### src/sv/hsbr_ram.sv
// Generic single-write, single-read synchronous RAM with registered read data.
`timescale 1ns / 1ps

module hsbr_ram #(
   parameter int WIDTH = 8,
   parameter int DEPTH = 16
) (
   input  logic                     clock,
   input  logic                     wr_en,
   input  logic [$clog2(DEPTH)-1:0] wr_addr,
   input  logic [WIDTH-1:0]         wr_data,
   input  logic                     rd_en,
   input  logic [$clog2(DEPTH)-1:0] rd_addr,
   output logic [WIDTH-1:0]         rd_data
);

   logic [WIDTH-1:0] mem [DEPTH];

   // Write port and registered read port.
   always_ff @(posedge clock) begin
      if (wr_en) begin
         mem[wr_addr] <= wr_data;
      end
      if (rd_en) begin
         rd_data <= mem[rd_addr];
      end
   end

endmodule

### config.mk
export PLATFORM = sky130hd
export DESIGN_NAME = hsbr_ram
export DESIGN_NICKNAME = d
export VERILOG_FILES = /design/src/sv/hsbr_ram.sv
export SDC_FILE = /design/constraint.sdc
export NUM_CORES = 1
export LEC_CHECK = 0
export BUFFER_PORTS_ARGS = -buffer_cell sky130_fd_sc_hd__buf_2
export CAP_MARGIN = 20
export CORE_ASPECT_RATIO = 0.9
export CORE_MARGIN = 4
export CORE_UTILIZATION = 40
export DETAILED_ROUTE_END_ITERATION = 16
export GPL_ROUTABILITY_DRIVEN = 0
export HOLD_SLACK_MARGIN = 0.1
export PLACE_DENSITY = 0.56
export SETUP_SLACK_MARGIN = 0.4
export SLEW_MARGIN = 20
export SYNTH_ARGS = -nofsm -noshare
export SYNTH_HDL_FRONTEND = slang
export SYNTH_SLANG_ARGS = --single-unit
export TNS_END_PERCENT = 20
### constraint.sdc
create_clock -name clock -period 5.6 [get_ports clock]
set_input_delay 1.12 -clock clock [delete_from_list [all_inputs] [get_ports clock]]
set_output_delay 1.12 -clock clock [all_outputs]
set_load 0.02 [all_outputs]
==> results of run 1 <==
## cells in the mapped netlist
cell | number | area share, %
nor2_1 | 13 | 0.93
nand3b_1 | 2 | 0.29
and2_1 | 1 | 0.12
or3b_2 | 1 | 0.17
nor3_1 | 4 | 0.38
mux4_2 | 18 | 7.8
edfxtp_1 | 136 | 78
and2b_1 | 1 | 0.14
mux4_1 | 14 | 7.0
nor2b_1 | 1 | 0.12
buf_6 | 3 | 0.65
a22oi_1 | 16 | 2.3
buf_4 | 1 | 0.14
nand3_1 | 1 | 0.096
nand2_1 | 9 | 0.65
clkdlybuf4s25_2 | 3 | 0.57
buf_2 | 3 | 0.29
nand2b_1 | 2 | 0.24
## final timing paths
kind                   startpoint                    to
min          mem[15][2]$_DFFE_PP_  rd_data[2]$_DFFE_PP_
max reg2reg   mem[3][7]$_DFFE_PP_  rd_data[7]$_DFFE_PP_
min reg2reg  mem[15][2]$_DFFE_PP_  rd_data[2]$_DFFE_PP_
max                    rd_addr[0]  rd_data[0]$_DFFE_PP_
## final cells by class
cell class                 instances  area [sq um]  share of cell area (%)
tap                              164           205                    3.34
timing repair buffer              30           160                    2.61
multi-input combinational         83          1060                    17.3
sequential                       136          4080                    66.4
clock inverter                    14           205                    3.34
clock buffer                      18           429                    6.98
## where the power goes
part           internal [uW]  leakage (uW)  switching, uW
clock                    784      0.000295            399
sequential              1150       0.00124           5.27
combinational           40.3      0.000495           63.5
total                   1970       0.00203            468
## routing by layer
layer / vias to the layer above / share of wire, % / GRT usage, %
met1: 1218 / 47 / 19.8
met5: - / 0 / 0
met2: 59 / 48 / 21.7
li1: 1058 / - / -
met4: 0 / 0.72 / 5.04
met3: 7 / 4.3 / 4.53
## metrics by stage
stage	util [%]	hold slack [ps]	cells	total power, uW	setup slack, ps
after global placement	43.3	726	413	1280	2490
after detailed placement	43.3	735	413	1280	2500
final	48.3	745	445	2440	2990
after CTS	48.3	752	445	2460	2940
after global routing	48.3	774	445	2510	2900
after floorplan	-	705	229	1240	2990
## logic make-up after synthesis
| logic type | count (synthesis) | synth area share [%] |
|---|---|---|
| AOI/OAI and AO/OA | 16 | 2.30 |
| muxes | 32 | 14.8 |
| DFF | 136 | 78.1 |
| and+or+nand+nor | 35 | 3.14 |
| buffers and inverters | 10 | 1.65 |
## registers in the layout, summed over array words and instances (netlist names)
| name | count |
|---|---|
| rd_data | 8 |
| mem | 128 |
## placed cells by master (no fill, tap or decap), types with 2 or more instances in the layout
| cell type | instances |
|---|---|
| a22oi_1 | 16 |
| buf_2 | 26 |
| buf_4 | 4 |
| bufinv_16 | 5 |
| clkbuf_16 | 17 |
| clkinv_1 | 3 |
| clkinvlp_4 | 4 |
| edfxtp_1 | 136 |
| mux4_1 | 14 |
| mux4_2 | 18 |
| nand2_1 | 9 |
| nand2b_1 | 2 |
| nand3b_1 | 2 |
| nor2_1 | 13 |
| nor3_1 | 3 |
## worst max-delay path: cells and delay by family
kind / cells / cell delay, ps
buffers and inverters: 2 / 650
multiplexers: 1 / 620
AO/OA/AOI/OAI: 1 / 260
AND/OR/NAND/NOR: 1 / 90
==> results.txt, run 1 <==
CTS Buf Count: 17
H-tree lvl count: 4
via count: 2342
Die Footprint: 15000 sq um
cell area after layout: 6150 sq um
vias in the first global route: 2437
CP arrival: 2760 ps
peak supply drop: 230 uV
actual slew at the worst max-slew pin: 980 ps
Total GRT Usage: 14.3%
outcome: completed
WL final: 9870 microns
Fin Setup TNS: 0 ps
Worst Path Max Fanout: 28
antenna-violating nets left: 0
clk buf depth: 2
flops & latches, synth: 136
syn avg cell area: 22.8 sq um
clock slew at reported path FFs: 50 ps
yosys warns: 0
Core Footprint: 12700 sq um
Slew Viols, Final: 0
crit share post-route: 46.6%
first-pass GRT wire length: 15000 microns
Area growth, synth to finish: 17.6%
Fin. Hold Viols: 0
initial antenna violation count: 0
RSZ-0062 raised after global routing: false
Pwr Density: 397 nW/um^2
ant diodes: 0
mapped cell area: 5230 sq um
Setup Viol. Count Final: 0
cts-stage hold buffer count: 0
Pre-antenna DRT Iters: 4
Leak: 0.00203 uW
hpwl dp: 6140 microns
cell count after synthesis: 229
initial detailed-routing violation count: 207
cell row count: 39
crit path cell chain: buf_2, buf_4, mux4_1, a22oi_1, nand2_1
fill count: 1027
CP endpoint kind: flop
Post-Syn Nets: 248
Clock Tree Root: clkbuf_16
post-synthesis sequential area ratio: 78.1%
Slew HR: 34.4%
Die W: 129 microns
post-layout minimum cycle time: 2610 ps
DRC: 0
clk_lat worst skew: 410 ps
vias per inst: 5.26
initial core utilization: 41.0%
Fmax: 0.383 GHz
Post-CTS Setup Inserts: 0
Routed WL per cell: 22.2 microns
max incr delay on CP: 620 ps
GRT Residual Overflow: 0
layout cells sized above 1: 27.8%
Die Ht: 116 microns
CTS sink cnt: 136
clock skew: 7.43 ps
largest net degree at the start of global routing: 33
fin nets: 287
crit path kind: in2reg
Worst R2R Setup Slack: 4070 ps
max_cap viols: 0
worst hold path type: reg2reg
Worst setup SP type: primary input
Data required, critical path: 5750 ps
post-CTS sizing: 0
R2R cell count: 3
Cell Area, Placed: 5510 sq um
Cell variety after synth: 18
num ports: 27
hold path cells: 3
# port buffers: 26
slowest CP cell: mux4_1
TritonCTS clock tree: done
Note: power is estimated with default switching activity, not from simulation.
==> run 2: changes to the inputs <==
ABC_AREA = 1   (was default)
PLACE_DENSITY = 0.58   (was 0.56)
clock period = 2.4 ns   (was 5.6 ns; I/O delays follow)
==> results.txt, run 2 <==
post-CTS sizing: 0
Leak: 0.00286 uW
Die Footprint: 16600 sq um
Core Footprint: 14200 sq um
Fin. Hold Viols: 0
R2R cell count: 6
DRC: 0
GRT Residual Overflow: 0
ant diodes: 0
initial detailed-routing violation count: 322
Crit path max-delay family: buffers and inverters
Data required, critical path: 2560 ps
largest area contributor in the netlist: edfxtp_1
yosys warns: 0
Post-Layout Cell Count: 792
peak supply drop: 414 uV
antenna-violating nets left: 0
RSZ-0062 raised after global routing: false
worst hold path type: in2reg
post-synthesis sequential area ratio: 69.8%
syn avg cell area: 10.6 sq um
WL final: 13500 microns
first-pass GRT wire length: 20900 microns
cell row count: 41
vias per inst: 4.80
hpwl dp: 8380 microns
initial antenna violation count: 0
final hold slack: 434 ps
Reg with most FFs: mem
max reg flops: 128
# port buffers: 26
count leader, synth: nand2_1
actual slew at the worst max-slew pin: 750 ps
H-tree lvl count: 4
TritonCTS clock tree: done
initial core utilization: 41.3%
Fin Setup TNS: 0 ps
Largest regs: mem: 128 flops, rd_data: 8 flops
outcome: completed
main area contributors after synthesis: edfxtp_1 (70%), nand2_1 (11%), nand3_1 (8.3%)
Clock Tree Root: clkbuf_16
crit path kind: in2reg
Pre-antenna DRT Iters: 7
clock slew at reported path FFs: 50 ps
hold path cells: 1
Total GRT Usage: 17.4%
Die W: 135 microns
number of flops mapped to enable cells by yosys: 136
Crit. Startpoint: rd_addr[0]
clk_lat worst skew: 410 ps
via count: 3803
worst hold path startpoint: rd_en
fin nets: 607
CP bufs+invs: 2
Slew HR: 49.8%
post-layout minimum cycle time: 1650 ps
Worst Path Max Fanout: 64
Slew Viols, Final: 0
max incr delay on CP: 570 ps
Post-Syn Nets: 570
asr flop ratio synth: 0%
final worst slack: 755 ps
dpl cells: 762
CP arrival: 1800 ps
Post-CTS Setup Inserts: 0
largest net degree at the start of global routing: 65
mapped cell area: 5850 sq um
Setup Viol. Count Final: 0
max_cap viols: 0
CTS sink cnt: 136
vias in the first global route: 3668
crit share post-route: 68.6%
Fmax: 0.608 GHz
num ports: 27
cts-stage hold buffer count: 0
Worst setup SP type: primary input
cell count after synthesis: 551
clock skew: 6.10 ps
Area growth, synth to finish: 14.4%
Cell variety after synth: 11
layout cells sized above 1: 10.9%
Main synth FF type: edfxtp_1
Die Ht: 123 microns
Pwr Density: 790 nW/um^2
most frequent cells in the layout: nand2_1 (173), edfxtp_1 (136), inv_1 (100), nand3_1 (97), buf_2 (26)
Most common cell on crit path: nand3_1
Yosys top cell area share: 69.8%
R2R Path Start: mem[9][5]$_DFFE_PP_
most common cell after layout, fill and taps aside: nand2_1
number of cells on the critical path: 7
most instantiated cells after synthesis: nand2_1 (173), edfxtp_1 (136), inv_1 (100), nand3_1 (97), nor2_1 (17)
crit path cell chain: buf_2, buf_4, nand2_1, nand3_1, nand3_1, nand3_1, nand2_1
clk buf depth: 2
slowest CP cell: buf_4
Routed WL per cell: 17.0 microns
CP endpoint kind: flop
flops & latches, synth: 136
CTS Buf Count: 17
pre-CTS setup slack: 330 ps
-- run 2: cell count changes in the layout (fill, tap and decap cells not counted), sizes merged, moves of 2 or more --
| cell | previous run | this run |
|---|---|---|
| inv | 0 | 102 |
| nor3 | 4 | 0 |
| nand3 | 1 | 97 |
| a22oi | 16 | 0 |
| buf | 30 | 42 |
| mux4 | 32 | 0 |
| nand2b | 2 | 0 |
| bufinv | 5 | 1 |
| nor2 | 13 | 17 |
| nand2 | 9 | 173 |
| clkinvlp | 4 | 0 |
| clkbuf | 18 | 24 |
-- run 2: area by class of cell --
cell class              instances  area (sq um)
clock buffers                  24           452
clock inverters                 6          52.6
fillers                      1356          7470
inverters                     102           383
multi-input cells             289          1210
flip-flops and latches        136          4080
well taps                     193           241
repair buffers                 42           263
-- run 2: final timing paths --
| path | endpoint | slack [ps] |
|---|---|---|
| max | rd_data[1]$_DFFE_PP_ | 750 |
| min | rd_data[5]$_DFFE_PP_ | 430 |
| max reg2reg | rd_data[5]$_DFFE_PP_ | 1180 |
| min reg2reg | rd_data[0]$_DFFE_PP_ | 760 |
-- run 2: cell families (layout without fill, tap and decap cells) --
logic type | after synthesis | in the layout | synth area share [%]
and+or+nand+nor | 289 | 289 | 20.8
DFF | 136 | 136 | 69.8
buffers and inverters | 126 | 174 | 9.39
-- run 2: power breakdown --
group	internal, uW	switching [uW]	leakage, uW
logic	90.5	242	0.00138
clock network	1400	863	0.000247
registers	2680	17.2	0.00124
-- run 2: worst reg2reg max path, cell delays in order (launching register included) --
cell and delay [ps]:
edfxtp_1 360, inv_1 60, nand2_1 40, nand3_1 110, nand3_1 130, nand3_1 180
nand2_1 90
-- run 2: routing by layer --
layer	routed length (microns)	share of wire (%)	track usage, %
met2	6160	46	26.4
met4	280	2.1	6.80
met3	910	6.7	4.06
met1	6140	46	24.6
met5	0	0	0
-- run 2: through the flow --
stage / utilization (%) / total power (uW) / instance area, sq um
floorplan: - / 2940 / 5850
global placement: 43.7 / 3080 / 6180
detailed placement: 43.7 / 3080 / 6180
CTS: 47.2 / 5330 / 6690
global route: 47.2 / 5480 / 6690
finish: 47.2 / 5290 / 6690
