<file path="src/sv/hsbr_pkg.sv">
// Shared constants, types and opcodes for the hue/saturation background removal block.
`timescale 1ns / 1ps

package hsbr_pkg;

   // Histogram geometry.
   localparam int HUE_BINS   = 8;
   localparam int SAT_BINS   = 40;
   localparam int COUNT_BITS = 24;

   // Spans used by the bin mapping.
   localparam int HUE_SPAN        = 180;
   localparam int SAT_LEARN_SPAN  = 255;
   localparam int SAT_FILTER_SPAN = 256;

   localparam int TABLE_SIZE   = HUE_BINS * SAT_BINS;
   localparam int ADDR_BITS    = $clog2(TABLE_SIZE);
   localparam int HUE_BIN_BITS = $clog2(HUE_BINS);
   localparam int SAT_BIN_BITS = $clog2(SAT_BINS);

   // Scaled pixel component (8 bits times at most 64 bins).
   localparam int SCALE_BITS = 16;

   localparam int PIX_BITS  = 8;
   localparam int NORM_BITS = 10;
   localparam logic [NORM_BITS-1:0] NORM_RESET = NORM_BITS'(240);

   localparam logic [COUNT_BITS-1:0] COUNT_MAX = {COUNT_BITS{1'b1}};

   // Item opcodes carried on the input tuser.
   typedef enum logic [1:0] {
      OP_CLEAR  = 2'd0,
      OP_LEARN  = 2'd1,
      OP_FILTER = 2'd2
   } op_type;

   // Table lookup produced by the bin mapper.
   typedef struct packed {
      logic                 count_ok;
      logic [ADDR_BITS-1:0] addr;
   } bin_type;

endpackage

</file>
<file path="src/sv/hsbr_bin_map.sv">
// Maps a hue/saturation pair to a histogram table address.
`timescale 1ns / 1ps

module hsbr_bin_map
   import hsbr_pkg::*;
(
   input  logic                learn_mode,
   input  logic [PIX_BITS-1:0] hue,
   input  logic [PIX_BITS-1:0] sat,
   output bin_type             bin
);

   logic [SCALE_BITS-1:0]   hue_scaled;
   logic [SCALE_BITS-1:0]   sat_scaled;
   logic [HUE_BIN_BITS-1:0] hue_bin;
   logic [SAT_BIN_BITS-1:0] sat_bin;

   assign hue_scaled = SCALE_BITS'(hue) * SCALE_BITS'(HUE_BINS);
   assign sat_scaled = SCALE_BITS'(sat) * SCALE_BITS'(SAT_BINS);

   // The bin is the last threshold k*span that the scaled value reaches.
   // Stopping at the last bin also clamps an out-of-range filter hue.
   always_comb begin
      hue_bin = '0;
      for (int k = 1; k < HUE_BINS; k++) begin
         if (hue_scaled >= SCALE_BITS'(k * HUE_SPAN)) begin
            hue_bin = HUE_BIN_BITS'(k);
         end
      end
   end

   // Learning divides saturation by 255, filtering by 256.
   always_comb begin
      sat_bin = '0;
      for (int k = 1; k < SAT_BINS; k++) begin
         if (learn_mode) begin
            if (sat_scaled >= SCALE_BITS'(k * SAT_LEARN_SPAN)) begin
               sat_bin = SAT_BIN_BITS'(k);
            end
         end else begin
            if (sat_scaled >= SCALE_BITS'(k * SAT_FILTER_SPAN)) begin
               sat_bin = SAT_BIN_BITS'(k);
            end
         end
      end
   end

   // Out-of-range hue and saturation at its top are not counted when learning.
   assign bin.count_ok = (hue < PIX_BITS'(HUE_SPAN)) && (sat != {PIX_BITS{1'b1}});
   assign bin.addr     = ADDR_BITS'(ADDR_BITS'(hue_bin) * ADDR_BITS'(SAT_BINS))
                       + ADDR_BITS'(sat_bin);

endmodule

</file>
<file path="config.mk">
export PLATFORM = sky130hd
export DESIGN_NAME = hsbr_bin_map
export DESIGN_NICKNAME = d
export VERILOG_FILES = /design/src/sv/hsbr_pkg.sv /design/src/sv/hsbr_bin_map.sv
export SDC_FILE = /design/constraint.sdc
export NUM_CORES = 1
export LEC_CHECK = 0
export ABC_CLOCK_PERIOD_IN_PS = 8350
export BUFFER_PORTS_ARGS = -buffer_cell sky130_fd_sc_hd__buf_2
export CELL_PAD_IN_SITES_DETAIL_PLACEMENT = 0
export CELL_PAD_IN_SITES_GLOBAL_PLACEMENT = 1
export CORE_MARGIN = 8
export CORE_UTILIZATION = 38
export DETAILED_ROUTE_END_ITERATION = 16
export MAX_ROUTING_LAYER = met4
export PLACE_DENSITY_LB_ADDON = 0.1
export SLEW_MARGIN = 20
export SYNTH_ARGS = -nofsm -noshare
export SYNTH_HDL_FRONTEND = slang
export SYNTH_SLANG_ARGS = --single-unit
</file>
<file path="constraint.sdc">
create_clock -name vclk -period 8.35
set_input_delay 2.505 -clock vclk [all_inputs]
set_output_delay 2.505 -clock vclk [all_outputs]
set_load 0.1 [all_outputs]
</file>
==> results of run 1 <==
==> layer usage <==
layer  GRT usage  vias to the layer above  part of all wire
met3      0.0146                        8             0.053
met4      0.0277                        0             0.021
li1            -                      861                 -
met2       0.291                       42              0.49
met1       0.213                      815              0.44
met5           -                        -                 0
==> cell families after synthesis <==
logic type | count (synthesis) | share of synthesized area
simple gates | 77 | 0.298
compound gates | 69 | 0.395
fa+ha+maj | 20 | 0.199
buf+inv | 13 | 0.0469
xor+xnor | 6 | 0.0394
mux | 3 | 0.0225
==> worst max-delay path, delay by kind of cell <==
family / cells / cell delay (ns)
simple gates: 5 / 0.74
buf+inv: 3 / 0.33
xor+xnor: 1 / 0.19
compound gates: 3 / 0.49
fa+ha+maj: 5 / 1.56
==> repair_timing <==
action | 4_1_cts | 5_1_grt
resized for setup | 7 | 27
endpoints found under the setup margin | 4 | 5
buffers inserted | 5 | 3
pin swaps | 9 | 15
==> worst max path at each step <==
| stage | start | endpoint | slack, ns |
|---|---|---|---|
| 2_1_floorplan | sat[1] | bin[7] | -0.26 |
| 3_3_place_gp | sat[1] | bin[7] | -0.04 |
| 3_5_place_dp | sat[1] | bin[7] | -0.13 |
| 4_1_cts | sat[1] | bin[7] | -0.04 |
| 5_1_grt | sat[3] | bin[7] | -0.18 |
| 6_report | sat[3] | bin[7] | 0.01 |
==> power by group <==
| part | switching [mW] | internal, mW |
|---|---|---|
| clock network | 0 | 0 |
| registers | 0 | 0 |
| logic | 0.267 | 0.181 |
| total | 0.267 | 0.181 |
==> cell usage after synthesis (3+ instances only) <==
| library cell | instances |
|---|---|
| nor2_1 | 19 |
| ha_1 | 18 |
| nand2_1 | 18 |
| o21ai_0 | 13 |
| a21oi_1 | 11 |
| nand3_1 | 7 |
| a31oi_1 | 6 |
| inv_1 | 6 |
| nand4_1 | 5 |
| buf_2 | 4 |
| nor3_1 | 4 |
| or3_1 | 4 |
| xnor2_1 | 4 |
| a21o_1 | 3 |
| a22oi_1 | 3 |
| and2_1 | 3 |
| mux2i_1 | 3 |
| nor2b_1 | 3 |
| nor3b_1 | 3 |
| o21a_1 | 3 |
==> per-stage QoR <==
step | utilization | total power, mW | setup TNS, ns
after floorplan | - | 0.284 | -0.475
after global placement | 0.594 | 0.413 | -0.0420
after detailed placement | 0.594 | 0.416 | -0.236
after CTS | 0.615 | 0.428 | -0.0406
after global routing | 0.662 | 0.472 | -0.252
final | 0.662 | 0.447 | 0
==> final cells by class <==
cell class                      count  area [µm²]  area share
Multi-Input combinational cell    175        1540       0.690
Inverter                            6        22.5      0.0101
Tap cell                           46        57.6      0.0259
Timing Repair Buffer               71         609       0.274
==> reports/results.ini, run 1 <==
[synth]
ys_seq_area_frac = 0
yosysTopAreaCell = ha_1
synthesis.nets = 225
synth_area_mm2 = 0.00134
synth_cell_types = 59
synth.avg_cell_area_um2 = 7.10
synth_top_area_share = 0.169
synth.area.top_cells = ha_1 (17%), nor2_1 (5.3%), nand2_1 (5.1%)
yosys_warnings = 0
synth_cells = 188

[route]
drt_pass1_iterations = 4
wl_um = 4680
post-route-drc-count = 0
wl_per_cell_um = 15.7
via_per_inst = 5.79
vias = 1726
dr.first_iter.drc_count = 214
ant_nets = 0

[place]
dpl.hpwl_um = 3790
dpl_worst_slack_ns = -0.135
portBuffers = 27
postPlaceCellArea_mm2 = 0.00200
gp_congestion = 0.925
placed_cells = 290

[die]
core_mm2 = 0.00336
initial_core_util = 0.397
rows = 21
die_width_um = 75.3
io_pins = 27
die_area_mm2 = 0.00567
dieHeight_um = 75.3

[outcome]
status = finished, final reports clean

[worst_setup_path]
crit_chain = buf_8 -> ha_4 -> ha_4 -> fa_2 -> nand4_1 -> nor2_2 -> nand3_1 -> nor2_2 -> o211ai_1 -> a221oi_2 -> ha_2 -> inv_2 -> fa_2 -> nor2b_2 -> o21ai_2 -> xnor2_4 -> buf_12
cp_slowest_stage_delay_ns = 0.57
slowest_stage = fa_2
crit_fanout = 2
crit_type = input pin to output port
setup.worst_path.start_class = input pin
crit_arrival_ns = 5.83
worstPathRequired_ns = 5.85
end_kind = output port

[sta]
tightest_slew_ns = 0.471
drv_slew = 0
setup_slack_ns = 0.0131
hold_slack_ns = 5.50
finalSetupViolCount = 0
max_slew_margin = 0.682
fmax_ghz = 0.120
rsz0062_at_grt = true
period_minus_slack_ns = 8.34
hold_viol = 0
period_share = 0.998

[power_and_ir_drop]
ir_worst_vdd_mv = 0.170
power_leakage_nw = 0.930
p_per_area_mw_per_mm2 = 201

[global_routing]
globalRouteTotalUtil = 0.170
grt_pass1_wl_um = 7740
antenna_found_initial = 0
grt_overflow = 0
grt_max_degree = 12
grt_pass1_vias = 1689

[layout]
n_clock_buffer = 0
layout.nets = 291
final_cells = 298
layout_common_cells = buf_4 (42), nand2_1 (17), buf_2 (17), nor2_1 (14), o21ai_0 (12)
design_area_mm2 = 0.00223
regArea_um2 = 0
design.seq.count = 0
areaGrowthSynthToFinish_pct = 66.7
layout_commonest_cell = buf_4
layout-drive-gt1-share = 0.456
fillers = 313
n_antenna_cell = 0

[job]
cap_violations = 0

[hold_path]
hp-start = hue[7]
hold_depth = 3
holdPathEnd = bin[9]
min_path_type = input pin to output port

[clock_tree]
hold_buffers = 0

(Power assumes the default switching activity.)
==> run 2: changes to the inputs <==
--- a/config.mk
+++ b/config.mk
@@ -5,12 +5,13 @@
 export SDC_FILE = /design/constraint.sdc
 export NUM_CORES = 1
 export LEC_CHECK = 0
+export ABC_AREA = 1
 export ABC_CLOCK_PERIOD_IN_PS = 8350
 export BUFFER_PORTS_ARGS = -buffer_cell sky130_fd_sc_hd__buf_2
 export CELL_PAD_IN_SITES_DETAIL_PLACEMENT = 0
 export CELL_PAD_IN_SITES_GLOBAL_PLACEMENT = 1
 export CORE_MARGIN = 8
-export CORE_UTILIZATION = 38
+export CORE_UTILIZATION = 36
 export DETAILED_ROUTE_END_ITERATION = 16
 export MAX_ROUTING_LAYER = met4
 export PLACE_DENSITY_LB_ADDON = 0.1
==> reports/results.ini, run 2 <==
[route]
wl_um = 5020
ant_nets = 0
dr.first_iter.drc_count = 62
wl_per_cell_um = 11.6
drt_pass1_iterations = 4
via_per_inst = 4.91
vias = 2120
post-route-drc-count = 0

[layout]
regArea_um2 = 0
layout_common_cells = nand2_1 (60), buf_4 (59), inv_1 (38), nor2_1 (30), a21oi_1 (18)
final_core_util = 0.657
multiInputGateArea_mm2 = 0.00170
fillers = 388
design.seq.count = 0
layout.nets = 419
n_antenna_cell = 0
areaGrowthSynthToFinish_pct = 79.8
layout_commonest_cell = nand2_1
n_clock_buffer = 0
layout-drive-gt1-share = 0.434

[worst_setup_path]
setup.worst_path.start_class = input pin
cp_slowest_stage_delay_ns = 0.38
crit_type = input pin to output port
slowest_stage = fa_2
crit_arrival_ns = 6.01
end_kind = output port
crit_top_cell = nand2_1
worstPathRequired_ns = 5.85
crit_fanout = 3

[die]
rows = 24
die_area_mm2 = 0.00665
io_pins = 27
core_mm2 = 0.00423
dieHeight_um = 81.5
initial_core_util = 0.365
die_width_um = 81.5

[synth]
synthesis.nets = 326
synth.avg_cell_area_um2 = 5.35
synth_most_common_cell = nand2_1
yosys_warnings = 0
yosysTopAreaCell = nand2_1
synth_top_area_share = 0.182
synth_cell_types = 35
synth.area.top_cells = nand2_1 (18%), ha_1 (15%), inv_1 (11%)
synth_area_mm2 = 0.00155
synth_cells = 289
ys_seq_area_frac = 0
netlist_top_cells_count = nand2_1 (75), inv_1 (44), nor2_1 (36), a21oi_1 (21), ha_1 (18)

[place]
portBuffers = 27
dpl.hpwl_um = 4190
gp_congestion = 0.912
dpl_worst_slack_ns = -0.307

[hold_path]
holdPathEnd = bin[9]
min_path_type = input pin to output port
hold_depth = 4
hp-start = hue[3]

[global_routing]
grt_pass1_vias = 2106
antenna_found_initial = 0
globalRouteTotalUtil = 0.164
grt_pass1_wl_um = 8910
grt_max_degree = 9
grt_overflow = 0

[sta]
period_share = 1.02
fmax_ghz = 0.117
tightest_slew_ns = 0.489
period_minus_slack_ns = 8.51
max_slew_margin = 0.676
hold_viol = 0
hold_slack_ns = 5.61
setup_slack_ns = -0.164
rsz0062_at_grt = true
drv_slew = 0
finalSetupViolCount = 3

[clock_tree]
hold_buffers = 0

[outcome]
status = complete, but fails checks
violations = negative setup slack

[power_and_ir_drop]
p_per_area_mw_per_mm2 = 214
ir_worst_vdd_mv = 0.187
power_leakage_nw = 1.41

[job]
cap_violations = 0

[run 2: cell types whose count changed after synthesis, sizes merged, moves of 4 or more]
cell,before,now
nand3,7,12
o21ai,15,23
nand2,18,82
nor3,5,9
nor2,21,37
buf,5,0
a21oi,11,23
inv,6,50
[run 2: area by class of cell]
| type | count | area share |
|---|---|---|
| repair buffers | 92 | 0.293 |
| inverters | 51 | 0.0711 |
| well taps | 52 | 0.0234 |
| multi-input cells | 237 | 0.613 |
[run 2: how the worst max path moves through the flow]
stage           start  endpoint  slack (ns)  depth (start not counted)
2_1_floorplan  sat[5]    bin[8]       -0.01                         18
3_5_place_dp   sat[1]    bin[0]       -0.31                         42
4_1_cts        sat[1]    bin[0]       -0.18                         45
6_report       sat[1]    bin[0]       -0.16                         45
3_3_place_gp   sat[1]    bin[0]       -0.28                         42
5_1_grt        sat[1]    bin[0]       -0.75                         45
[run 2: through the flow]
stage                     instances  setup TNS, ns  total power [mW]  area [µm²]
after CTS                       431         -0.272             0.574        2670
after detailed placement        422         -0.439             0.546        2490
after global placement          422         -0.350             0.542        2490
after global routing            432          -1.87             0.642        2780
after floorplan                 289        -0.0134             0.351        1750
final                           432         -0.264             0.596        2780
[run 2: kinds of logic (layout without fill, tap and decap cells)]
| kind of cell | Yosys count | in the layout | share of synthesized area |
|---|---|---|---|
| and+or+nand+nor | 148 | 148 | 0.415 |
| AOI/OAI and AO/OA | 63 | 63 | 0.244 |
| buffers and inverters | 52 | 143 | 0.126 |
| adders and majority gates | 20 | 20 | 0.172 |
| xor gates and xnor gates | 6 | 6 | 0.0437 |
[run 2: repair_timing]
item	4_1_cts	5_1_grt
resized for setup	24	31
endpoints found under the setup margin	4	7
cloned	0	0
buffers inserted	10	4
endpoints found under the hold margin	0	0
pin swaps	16	23
[run 2: where the power goes]
part,switching [mW],leakage (nW),internal [mW]
logic,0.351,1.41,0.245
clock network,0,0,0
registers,0,0,0
[run 2: metal layers]
| metal | global-route usage | wire, µm | vias up |
|---|---|---|---|
| met4 | 0.0125 | 53 | 0 |
| met5 | - | 0 | - |
| met1 | 0.198 | 2400 | 950 |
| met3 | 0 | 79 | 6 |
| li1 | - | - | 1144 |
| met2 | 0.309 | 2480 | 20 |
[run 2: worst max-delay path, delay by kind of cell]
family	cells	cell delay [ns]
buf+inv	5	0.50
simple gates	37	2.24
fa+ha+maj	3	0.78
